<file path="src/sv/sha1_pkg.sv">
package sha1_pkg;

  typedef logic [31:0] word_t;

  typedef struct packed {
    word_t a;
    word_t b;
    word_t c;
    word_t d;
    word_t e;
  } hash_t;

  typedef struct packed {
    logic       push;
    logic       shift;
    logic [7:0] data;
  } sched_ctl_t;

  localparam int unsigned Rounds = 80;
  localparam logic [6:0]  LastRound = 7'(Rounds - 1);

  localparam word_t K0 = 32'h5A827999;
  localparam word_t K1 = 32'h6ED9EBA1;
  localparam word_t K2 = 32'h8F1BBCDC;
  localparam word_t K3 = 32'hCA62C1D6;

  localparam hash_t InitVector = '{
    a: 32'h67452301,
    b: 32'hEFCDAB89,
    c: 32'h98BADCFE,
    d: 32'h10325476,
    e: 32'hC3D2E1F0
  };

  localparam logic [7:0] PadMark   = 8'h80;
  localparam logic [5:0] LenStart  = 6'd56;
  localparam logic [5:0] BlockLast = 6'd63;

endpackage

</file>
<file path="src/sv/sha1_hash_engine_unit.sv">
// SHA-1 engine fed one byte per input transfer. While idle it takes a transfer
// without a stall; the transfer that completes a 64-byte block is followed by
// a stall for the 80 rounds on the single round unit and one chaining update.
// At end of message the padding and length go in one byte per cycle, paused
// for each compression (9 to 72 bytes, with one or two more compressions),
// then the five digest words leave as five output transfers, most significant
// first, and the engine returns to the initial vector.
module sha1_hash_engine_unit (
  input  logic        clk_i,
  input  logic        rst_ni,
  input  logic        in_valid_i,
  output logic        in_stall_o,
  input  logic [7:0]  data_byte_i,
  input  logic        byte_present_i,
  input  logic        end_of_message_i,
  output logic        out_valid_o,
  input  logic        out_stall_i,
  output logic [31:0] digest_word_o,
  output logic        digest_last_o
);

  localparam logic [2:0] S_IDLE  = 3'd0;
  localparam logic [2:0] S_ROUND = 3'd1;
  localparam logic [2:0] S_FINAL = 3'd2;
  localparam logic [2:0] S_PAD   = 3'd3;
  localparam logic [2:0] S_OUT   = 3'd4;

  localparam logic [2:0] W_A = 3'd0;
  localparam logic [2:0] W_B = 3'd1;
  localparam logic [2:0] W_C = 3'd2;
  localparam logic [2:0] W_D = 3'd3;
  localparam logic [2:0] W_E = 3'd4;

  logic [2:0]           state_q, state_d;
  logic [6:0]           rnd_q, rnd_d;
  logic [5:0]           fill_q, fill_d;
  logic [63:0]          len_q, len_d;
  logic                 fin_q, fin_d;
  logic                 mark_q, mark_d;
  logic                 lphase_q, lphase_d;
  logic [2:0]           oidx_q, oidx_d;
  sha1_pkg::hash_t      chain_q, chain_d;
  sha1_pkg::hash_t      work_q, work_d;
  sha1_pkg::hash_t      work_nxt;
  sha1_pkg::word_t      w_t;
  sha1_pkg::sched_ctl_t ctl;
  logic                 in_xfer;
  logic                 out_xfer;
  logic [7:0]           pad_byte;

  sha1_sched u_sched (
    .clk_i (clk_i),
    .ctl_i (ctl),
    .w_o   (w_t)
  );

  sha1_round u_round (
    .rnd_i (rnd_q),
    .w_i   (w_t),
    .st_i  (work_q),
    .st_o  (work_nxt)
  );

  assign in_stall_o  = (state_q != S_IDLE);
  assign out_valid_o = (state_q == S_OUT);
  assign in_xfer     = in_valid_i && !in_stall_o;
  assign out_xfer    = out_valid_o && !out_stall_i;
  assign digest_last_o = (oidx_q == W_E);

  always_comb begin
    unique case (oidx_q)
      W_A:     digest_word_o = chain_q.a;
      W_B:     digest_word_o = chain_q.b;
      W_C:     digest_word_o = chain_q.c;
      W_D:     digest_word_o = chain_q.d;
      W_E:     digest_word_o = chain_q.e;
      default: digest_word_o = '0;
    endcase
  end

  always_comb begin
    priority if (!mark_q) begin
      pad_byte = sha1_pkg::PadMark;
    end else if (lphase_q || fill_q == sha1_pkg::LenStart) begin
      pad_byte = len_q[63:56];
    end else begin
      pad_byte = '0;
    end
  end

  always_comb begin
    state_d  = state_q;
    rnd_d    = rnd_q;
    fill_d   = fill_q;
    len_d    = len_q;
    fin_d    = fin_q;
    mark_d   = mark_q;
    lphase_d = lphase_q;
    oidx_d   = oidx_q;
    chain_d  = chain_q;
    work_d   = work_q;
    ctl      = '0;
    unique case (state_q)
      S_IDLE: begin
        if (in_xfer) begin
          fin_d = end_of_message_i;
          if (byte_present_i) begin
            len_d    = len_q + 64'd8;
            ctl.push = 1'b1;
            ctl.data = data_byte_i;
            fill_d   = fill_q + 6'd1;
            if (fill_q == sha1_pkg::BlockLast) begin
              state_d = S_ROUND;
              rnd_d   = '0;
              work_d  = chain_q;
            end else if (end_of_message_i) begin
              state_d = S_PAD;
            end
          end else if (end_of_message_i) begin
            state_d = S_PAD;
          end
        end
      end
      S_ROUND: begin
        ctl.shift = 1'b1;
        work_d    = work_nxt;
        rnd_d     = rnd_q + 7'd1;
        if (rnd_q == sha1_pkg::LastRound) begin
          state_d = S_FINAL;
        end
      end
      S_FINAL: begin
        chain_d.a = chain_q.a + work_q.a;
        chain_d.b = chain_q.b + work_q.b;
        chain_d.c = chain_q.c + work_q.c;
        chain_d.d = chain_q.d + work_q.d;
        chain_d.e = chain_q.e + work_q.e;
        priority if (lphase_q) begin
          state_d = S_OUT;
          oidx_d  = W_A;
        end else if (fin_q) begin
          state_d = S_PAD;
        end else begin
          state_d = S_IDLE;
        end
      end
      S_PAD: begin
        ctl.push = 1'b1;
        ctl.data = pad_byte;
        fill_d   = fill_q + 6'd1;
        if (!mark_q) begin
          mark_d = 1'b1;
        end else if (lphase_q || fill_q == sha1_pkg::LenStart) begin
          lphase_d = 1'b1;
          len_d    = {len_q[55:0], 8'h00};
        end
        if (fill_q == sha1_pkg::BlockLast) begin
          state_d = S_ROUND;
          rnd_d   = '0;
          work_d  = chain_q;
        end
      end
      S_OUT: begin
        if (out_xfer) begin
          if (oidx_q == W_E) begin
            state_d  = S_IDLE;
            chain_d  = sha1_pkg::InitVector;
            fill_d   = '0;
            len_d    = '0;
            fin_d    = 1'b0;
            mark_d   = 1'b0;
            lphase_d = 1'b0;
            oidx_d   = W_A;
          end else begin
            oidx_d = oidx_q + 3'd1;
          end
        end
      end
      default: begin
        state_d = S_IDLE;
      end
    endcase
  end

  always_ff @(posedge clk_i or negedge rst_ni) begin
    if (!rst_ni) begin
      state_q  <= S_IDLE;
      rnd_q    <= '0;
      fill_q   <= '0;
      len_q    <= '0;
      fin_q    <= 1'b0;
      mark_q   <= 1'b0;
      lphase_q <= 1'b0;
      oidx_q   <= W_A;
      chain_q  <= sha1_pkg::InitVector;
      work_q   <= '0;
    end else begin
      state_q  <= state_d;
      rnd_q    <= rnd_d;
      fill_q   <= fill_d;
      len_q    <= len_d;
      fin_q    <= fin_d;
      mark_q   <= mark_d;
      lphase_q <= lphase_d;
      oidx_q   <= oidx_d;
      chain_q  <= chain_d;
      work_q   <= work_d;
    end
  end

`ifndef NO_ASSERTIONS
  a_round_range: assert property (@(posedge clk_i) disable iff (!rst_ni)
    state_q == S_ROUND |-> rnd_q < 7'd80)
    else $error("round index out of range");

  a_out_block_done: assert property (@(posedge clk_i) disable iff (!rst_ni)
    out_valid_o |-> fill_q == '0 && lphase_q && mark_q)
    else $error("digest shown before final block");

  a_lphase_mark: assert property (@(posedge clk_i) disable iff (!rst_ni)
    lphase_q |-> mark_q && fin_q)
    else $error("length phase without pad mark");

  a_restart: assert property (@(posedge clk_i) disable iff (!rst_ni)
    out_xfer && digest_last_o |=> state_q == S_IDLE && len_q == '0 && !mark_q)
    else $error("no restart after digest");
`endif

endmodule

</file>
<file path="src/sv/sha1_round.sv">
module sha1_round (
  input  logic [6:0]          rnd_i,
  input  sha1_pkg::word_t     w_i,
  input  sha1_pkg::hash_t     st_i,
  output sha1_pkg::hash_t     st_o
);

  sha1_pkg::word_t f;
  sha1_pkg::word_t k;
  sha1_pkg::word_t t;

  always_comb begin
    priority if (rnd_i < 7'd20) begin
      f = (st_i.b & st_i.c) | (~st_i.b & st_i.d);
      k = sha1_pkg::K0;
    end else if (rnd_i < 7'd40) begin
      f = st_i.b ^ st_i.c ^ st_i.d;
      k = sha1_pkg::K1;
    end else if (rnd_i < 7'd60) begin
      f = (st_i.b & st_i.c) | (st_i.b & st_i.d) | (st_i.c & st_i.d);
      k = sha1_pkg::K2;
    end else begin
      f = st_i.b ^ st_i.c ^ st_i.d;
      k = sha1_pkg::K3;
    end
    t = {st_i.a[26:0], st_i.a[31:27]} + f + st_i.e + k + w_i;
    st_o.a = t;
    st_o.b = st_i.a;
    st_o.c = {st_i.b[1:0], st_i.b[31:2]};
    st_o.d = st_i.c;
    st_o.e = st_i.d;
  end

endmodule

</file>
<file path="src/sv/sha1_sched.sv">
module sha1_sched (
  input  logic                 clk_i,
  input  sha1_pkg::sched_ctl_t ctl_i,
  output sha1_pkg::word_t      w_o
);

  // word i of the block sits at [511-32i -: 32]
  logic [511:0]    blk_q;
  logic [511:0]    blk_d;
  sha1_pkg::word_t x;
  sha1_pkg::word_t nw;

  assign x  = blk_q[511:480] ^ blk_q[447:416] ^ blk_q[255:224] ^ blk_q[95:64];
  assign nw = {x[30:0], x[31]};
  assign w_o = blk_q[511:480];

  always_comb begin
    blk_d = blk_q;
    if (ctl_i.shift) begin
      blk_d = {blk_q[479:0], nw};
    end else if (ctl_i.push) begin
      blk_d = {blk_q[503:0], ctl_i.data};
    end
  end

  always_ff @(posedge clk_i) begin
    blk_q <= blk_d;
  end

endmodule
</file>
<file path="config.mk">
export PLATFORM = sky130hd
export DESIGN_NAME = sha1_hash_engine_unit
export DESIGN_NICKNAME = d
export VERILOG_FILES = /design/src/sv/sha1_pkg.sv /design/src/sv/sha1_hash_engine_unit.sv /design/src/sv/sha1_round.sv /design/src/sv/sha1_sched.sv
export SDC_FILE = /design/constraint.sdc
export NUM_CORES = 2
export LEC_CHECK = 0
export BUFFER_PORTS_ARGS = -buffer_cell sky130_fd_sc_hd__buf_2
export CAP_MARGIN = 10
export CELL_PAD_IN_SITES_DETAIL_PLACEMENT = 1
export CELL_PAD_IN_SITES_GLOBAL_PLACEMENT = 1
export CORE_UTILIZATION = 25
export CTS_CLUSTER_DIAMETER = 50
export DETAILED_ROUTE_END_ITERATION = 7
export HOLD_SLACK_MARGIN = 0.12
export PLACE_DENSITY_LB_ADDON = 0.1
export SLEW_MARGIN = 25
export SYNTH_ARGS = -nofsm -noshare
export SYNTH_HDL_FRONTEND = slang
export SYNTH_SLANG_ARGS = --single-unit
</file>
<file path="constraint.sdc">
create_clock -name clk_i -period 46.3 [get_ports clk_i]
set_clock_uncertainty 0.1 [all_clocks]
set_input_delay 4.63 -clock clk_i [delete_from_list [all_inputs] [get_ports clk_i]]
set_output_delay 4.63 -clock clk_i [all_outputs]
set_load 0.02 [all_outputs]
</file>
==> impl_metrics.py <==
metrics = {
    "layout": {
        "post_route_cells_drive_above_1_share_pct": 8.73,
        "num-fill-cells": 24600,
        "final_area_um2": 63700,
        "area_delta_synth_final_pct": 17.3,
        "utilization_pct": 29.6,
        "fin_nets": 6271,
        "instances_no_fill": 8921,
    },
    "clock_tree": {
        "cts_resized": 0,
        "cts_tree": "built",
        "post_cts_buffers": 0,
        "clk_path_buf_depth": 3,
        "cts_buffers": 172,
        "holdBufCountCts": 0,
        "insertion_delay_ns": 0.82,
        "cts_sinks": 915,
        "cts.htree.levels": 4,
        "clkSlewWorstSetupHoldPaths_ns": 0.05,
        "ctsRootBufferMaster": "clkbuf_16",
    },
    "setup_path": {
        "crit_buf_inv": 4,
        "crit_type": "register to primary output",
        "critPathTopFamily": "buffers and inverters",
        "path_cells": "inv_1 -> ha_1 -> nand2_1 -> clkinv_1 -> buf_4 -> a222oi_1 -> o21ai_0 -> buf_2",
        "startpoint_type": "register",
        "crit_slowest_cell": "ha_1",
        "end_kind": "primary output",
        "worstPathMaxFanout": 33,
        "cp_num_cells": 8,
        "worst_path_largest_cell_delay_ns": 0.61,
        "rr_worst_depth": 21,
        "worstPathRequired_ns": 41.57,
        "cp.arrival_ns": 3.79,
    },
    "run_status": {
        "outcome": "finished, final reports clean",
    },
    "placed_design": {
        "gp_congestion": 0.827,
        "placed_area_um2": 57600,
        "place_hpwl_um": 138000,
        "numPlacedInstances": 8591,
        "io_buffers": 48,
    },
    "synth": {
        "synth_area_um2": 54300,
        "synth_area_per_cell_um2": 9.15,
        "yosys_warnings": 0,
        "synth_fp_nets": 6273,
        "synth_edf_count": 512,
        "synthFlopType": "edfxtp_1",
        "synth_cells": 5932,
        "synth_seq_cells": 915,
        "seq_area_frac_synth_pct": 47.1,
        "synthDistinctLibCells": 84,
        "synthArstFlopShare_pct": 44.0,
    },
    "sta": {
        "timing.final.crit_period_ns": 8.52,
        "fmax_mhz": 117,
        "period_share_pct": 18.4,
        "finalHoldViolations": 0,
        "maxSlewViolCount": 0,
        "tightest_slew_ns": 1.16,
        "rsz0062_at_grt": "no",
        "setup_viol": 0,
        "max_slew_margin_pct": 22.9,
        "finalSetupTns_ns": 0,
    },
    "floorplanning": {
        "core_area_um2": 215000,
        "die_w_um": 468,
        "die-area_um2": 219000,
        "initial_core_util_pct": 25.2,
        "placementRows": 170,
        "die_y_um": 468,
        "io_pins": 49,
    },
    "global_routing": {
        "antenna_found_initial": 9,
        "grt_pass1_wl_um": 301000,
        "grt-ovfl-total": 0,
        "grt_usage_pct": 18.2,
        "grt_start_max_net_pins": 185,
        "grt_pass1_vias": 45100,
    },
    "worst_hold_path": {
        "hold_depth": 1,
        "hp-class": "register to register",
    },
    "job": {
        "drv_cap": 0,
    },
    "detailed_routing": {
        "vias": 42600,
        "drt-initial-drc-count": 2467,
        "routed_via_density": 4.78,
        "drc_errors": 0,
        "wl_per_cell_um": 22.3,
        "drt-total-wl_um": 199000,
        "ant_nets": 0,
        "first_pass_iters": 6,
    },
}
[cell usage in the layout, fill, tap and decap left out, types with 17 or more instances in the layout]
cell        count
xor2_1        100
o21a_1         24
o22ai_1        18
nor3_1         57
nand2b_1       31
xnor2_1       171
a221oi_1       20
nand2_1      1836
a22oi_1        74
fa_1          117
a21oi_1       271
and3_1         35
clkinvlp_4     17
nand4_1        28
nand3_1        73
dfrtp_1       323
o21ai_0       470
dfstp_2        80
a21o_1        105
nor4_1         22
mux2i_1       179
inv_1         302
o31ai_1        20
buf_4          52
clkbuf_1       28
nor2_1        253
nor2b_1        25
ha_1          210
a31oi_1        41
buf_2          49
edfxtp_1      512
clkinv_2       31
bufinv_16      21
clkbuf_16     173
[flip-flops by register name, indices dropped and copies added, names as in the netlist]
register	cells
work_q	160
rnd_q	7
oidx_q	3
fin_q	1
mark_q	1
chain_q	160
state_q	3
fill_q	6
lphase_q	1
len_q	61
u_sched.blk_q	512
[worst register-to-register path, delay by kind of cell, from the launching register on]
family                   cells  cell delay [ns]
AO/OA/AOI/OAI                7             2.60
adder cells (fa/ha/maj)      2             0.83
AND/OR/NAND/NOR              5             1.15
multiplexers                 1             0.09
flip-flops                   1             0.48
XOR/XNOR                     1             0.19
buffers and inverters        5             1.07
[metrics by stage]
stage | hold slack, ns | setup WS (ns)
floorplan | 0.354 | 0.379
global placement | 0.410 | 38.22
detailed placement | 0.416 | 38.22
CTS | 0.424 | 37.78
global route | 0.451 | 37.63
finish | 0.421 | 37.78
[final timing paths]
path / start / to / slack, ns
setup / recovery: oidx_q[0]$_DFFE_PN0P_ / digest_word_o[23] / 37.78
hold / removal: rnd_q[0]$_DFFE_PN0P_ / rnd_q[0]$_DFFE_PN0P_ / 0.42
setup reg to reg: rnd_q[4]$_DFFE_PN0P_ / work_q[158]$_DFFE_PN0P_ / 39.66
hold reg to reg: rnd_q[0]$_DFFE_PN0P_ / rnd_q[0]$_DFFE_PN0P_ / 0.42
max in group asynchronous: rst_ni / len_q[18]$_DFFE_PN0P_ / 39.43
min in group asynchronous: rst_ni / chain_q[77]$_DFFE_PN0P_ / 3.63
[cell usage after synthesis (12+ instances only)]
| master | count | area share, % |
|---|---|---|
| a221oi_1 | 20 | 0.32 |
| mux2i_1 | 179 | 3.3 |
| o31ai_1 | 20 | 0.28 |
| inv_1 | 303 | 2.1 |
| and3_1 | 35 | 0.40 |
| nand4_1 | 28 | 0.32 |
| a222oi_1 | 15 | 0.28 |
| nor2b_1 | 28 | 0.32 |
| a21o_1 | 105 | 1.5 |
| nand2b_1 | 31 | 0.36 |
| a31oi_1 | 41 | 0.47 |
| o211ai_1 | 12 | 0.17 |
| nand2_1 | 1839 | 13 |
| nor2_1 | 255 | 1.8 |
| xor2_1 | 100 | 1.6 |
| or3_1 | 15 | 0.17 |
| clkbuf_1 | 277 | 1.9 |
| dfrtp_1 | 323 | 15 |
| ha_1 | 210 | 4.8 |
| a211oi_1 | 16 | 0.22 |
| a22oi_1 | 74 | 1.0 |
| nor3_1 | 58 | 0.53 |
| fa_1 | 117 | 4.3 |
| dfstp_2 | 80 | 3.9 |
| o21ai_0 | 471 | 4.3 |
| a21oi_1 | 271 | 2.5 |
| o21bai_1 | 16 | 0.22 |
| nand3_1 | 73 | 0.67 |
| xnor2_1 | 171 | 2.8 |
| o22ai_1 | 18 | 0.21 |
| nor4_1 | 22 | 0.25 |
| o21a_1 | 24 | 0.33 |
| edfxtp_1 | 512 | 28 |
[routing by layer]
metal / routed length (um) / global-route usage, % / vias to the layer above
met5: 9 / 0 / -
met4: 3390 / 3.89 / 2
met3: 5750 / 2.75 / 233
met2: 93700 / 29.9 / 479
met1: 96400 / 25.1 / 21500
li1: - / - / 20400
[kinds of logic after synthesis]
group / count (synthesis) / share of synthesized area (%)
xor gates and xnor gates: 271 / 4.37
muxes: 189 / 3.51
DFF: 915 / 47.1
AOI/OAI and AO/OA: 1211 / 13.7
buffers and inverters: 592 / 4.10
and+or+nand+nor: 2427 / 18.1
adders and majority gates: 327 / 9.15
[final cells by class]
cell class | instances | area [um^2] | share of cell area [%]
flip-flops and latches | 915 | 25600 | 40.1
inverters | 305 | 1140 | 1.80
clock inverters | 111 | 1400 | 2.19
diodes | 3 | 7.51 | 0.0118
multi-input cells | 4425 | 26600 | 41.8
repair buffers | 111 | 820 | 1.29
clock buffers | 213 | 4600 | 7.22
well taps | 2838 | 3550 | 5.58
Power is not shown: default switching activity piles up to over one toggle a cycle in this logic, so the estimate is an artifact.
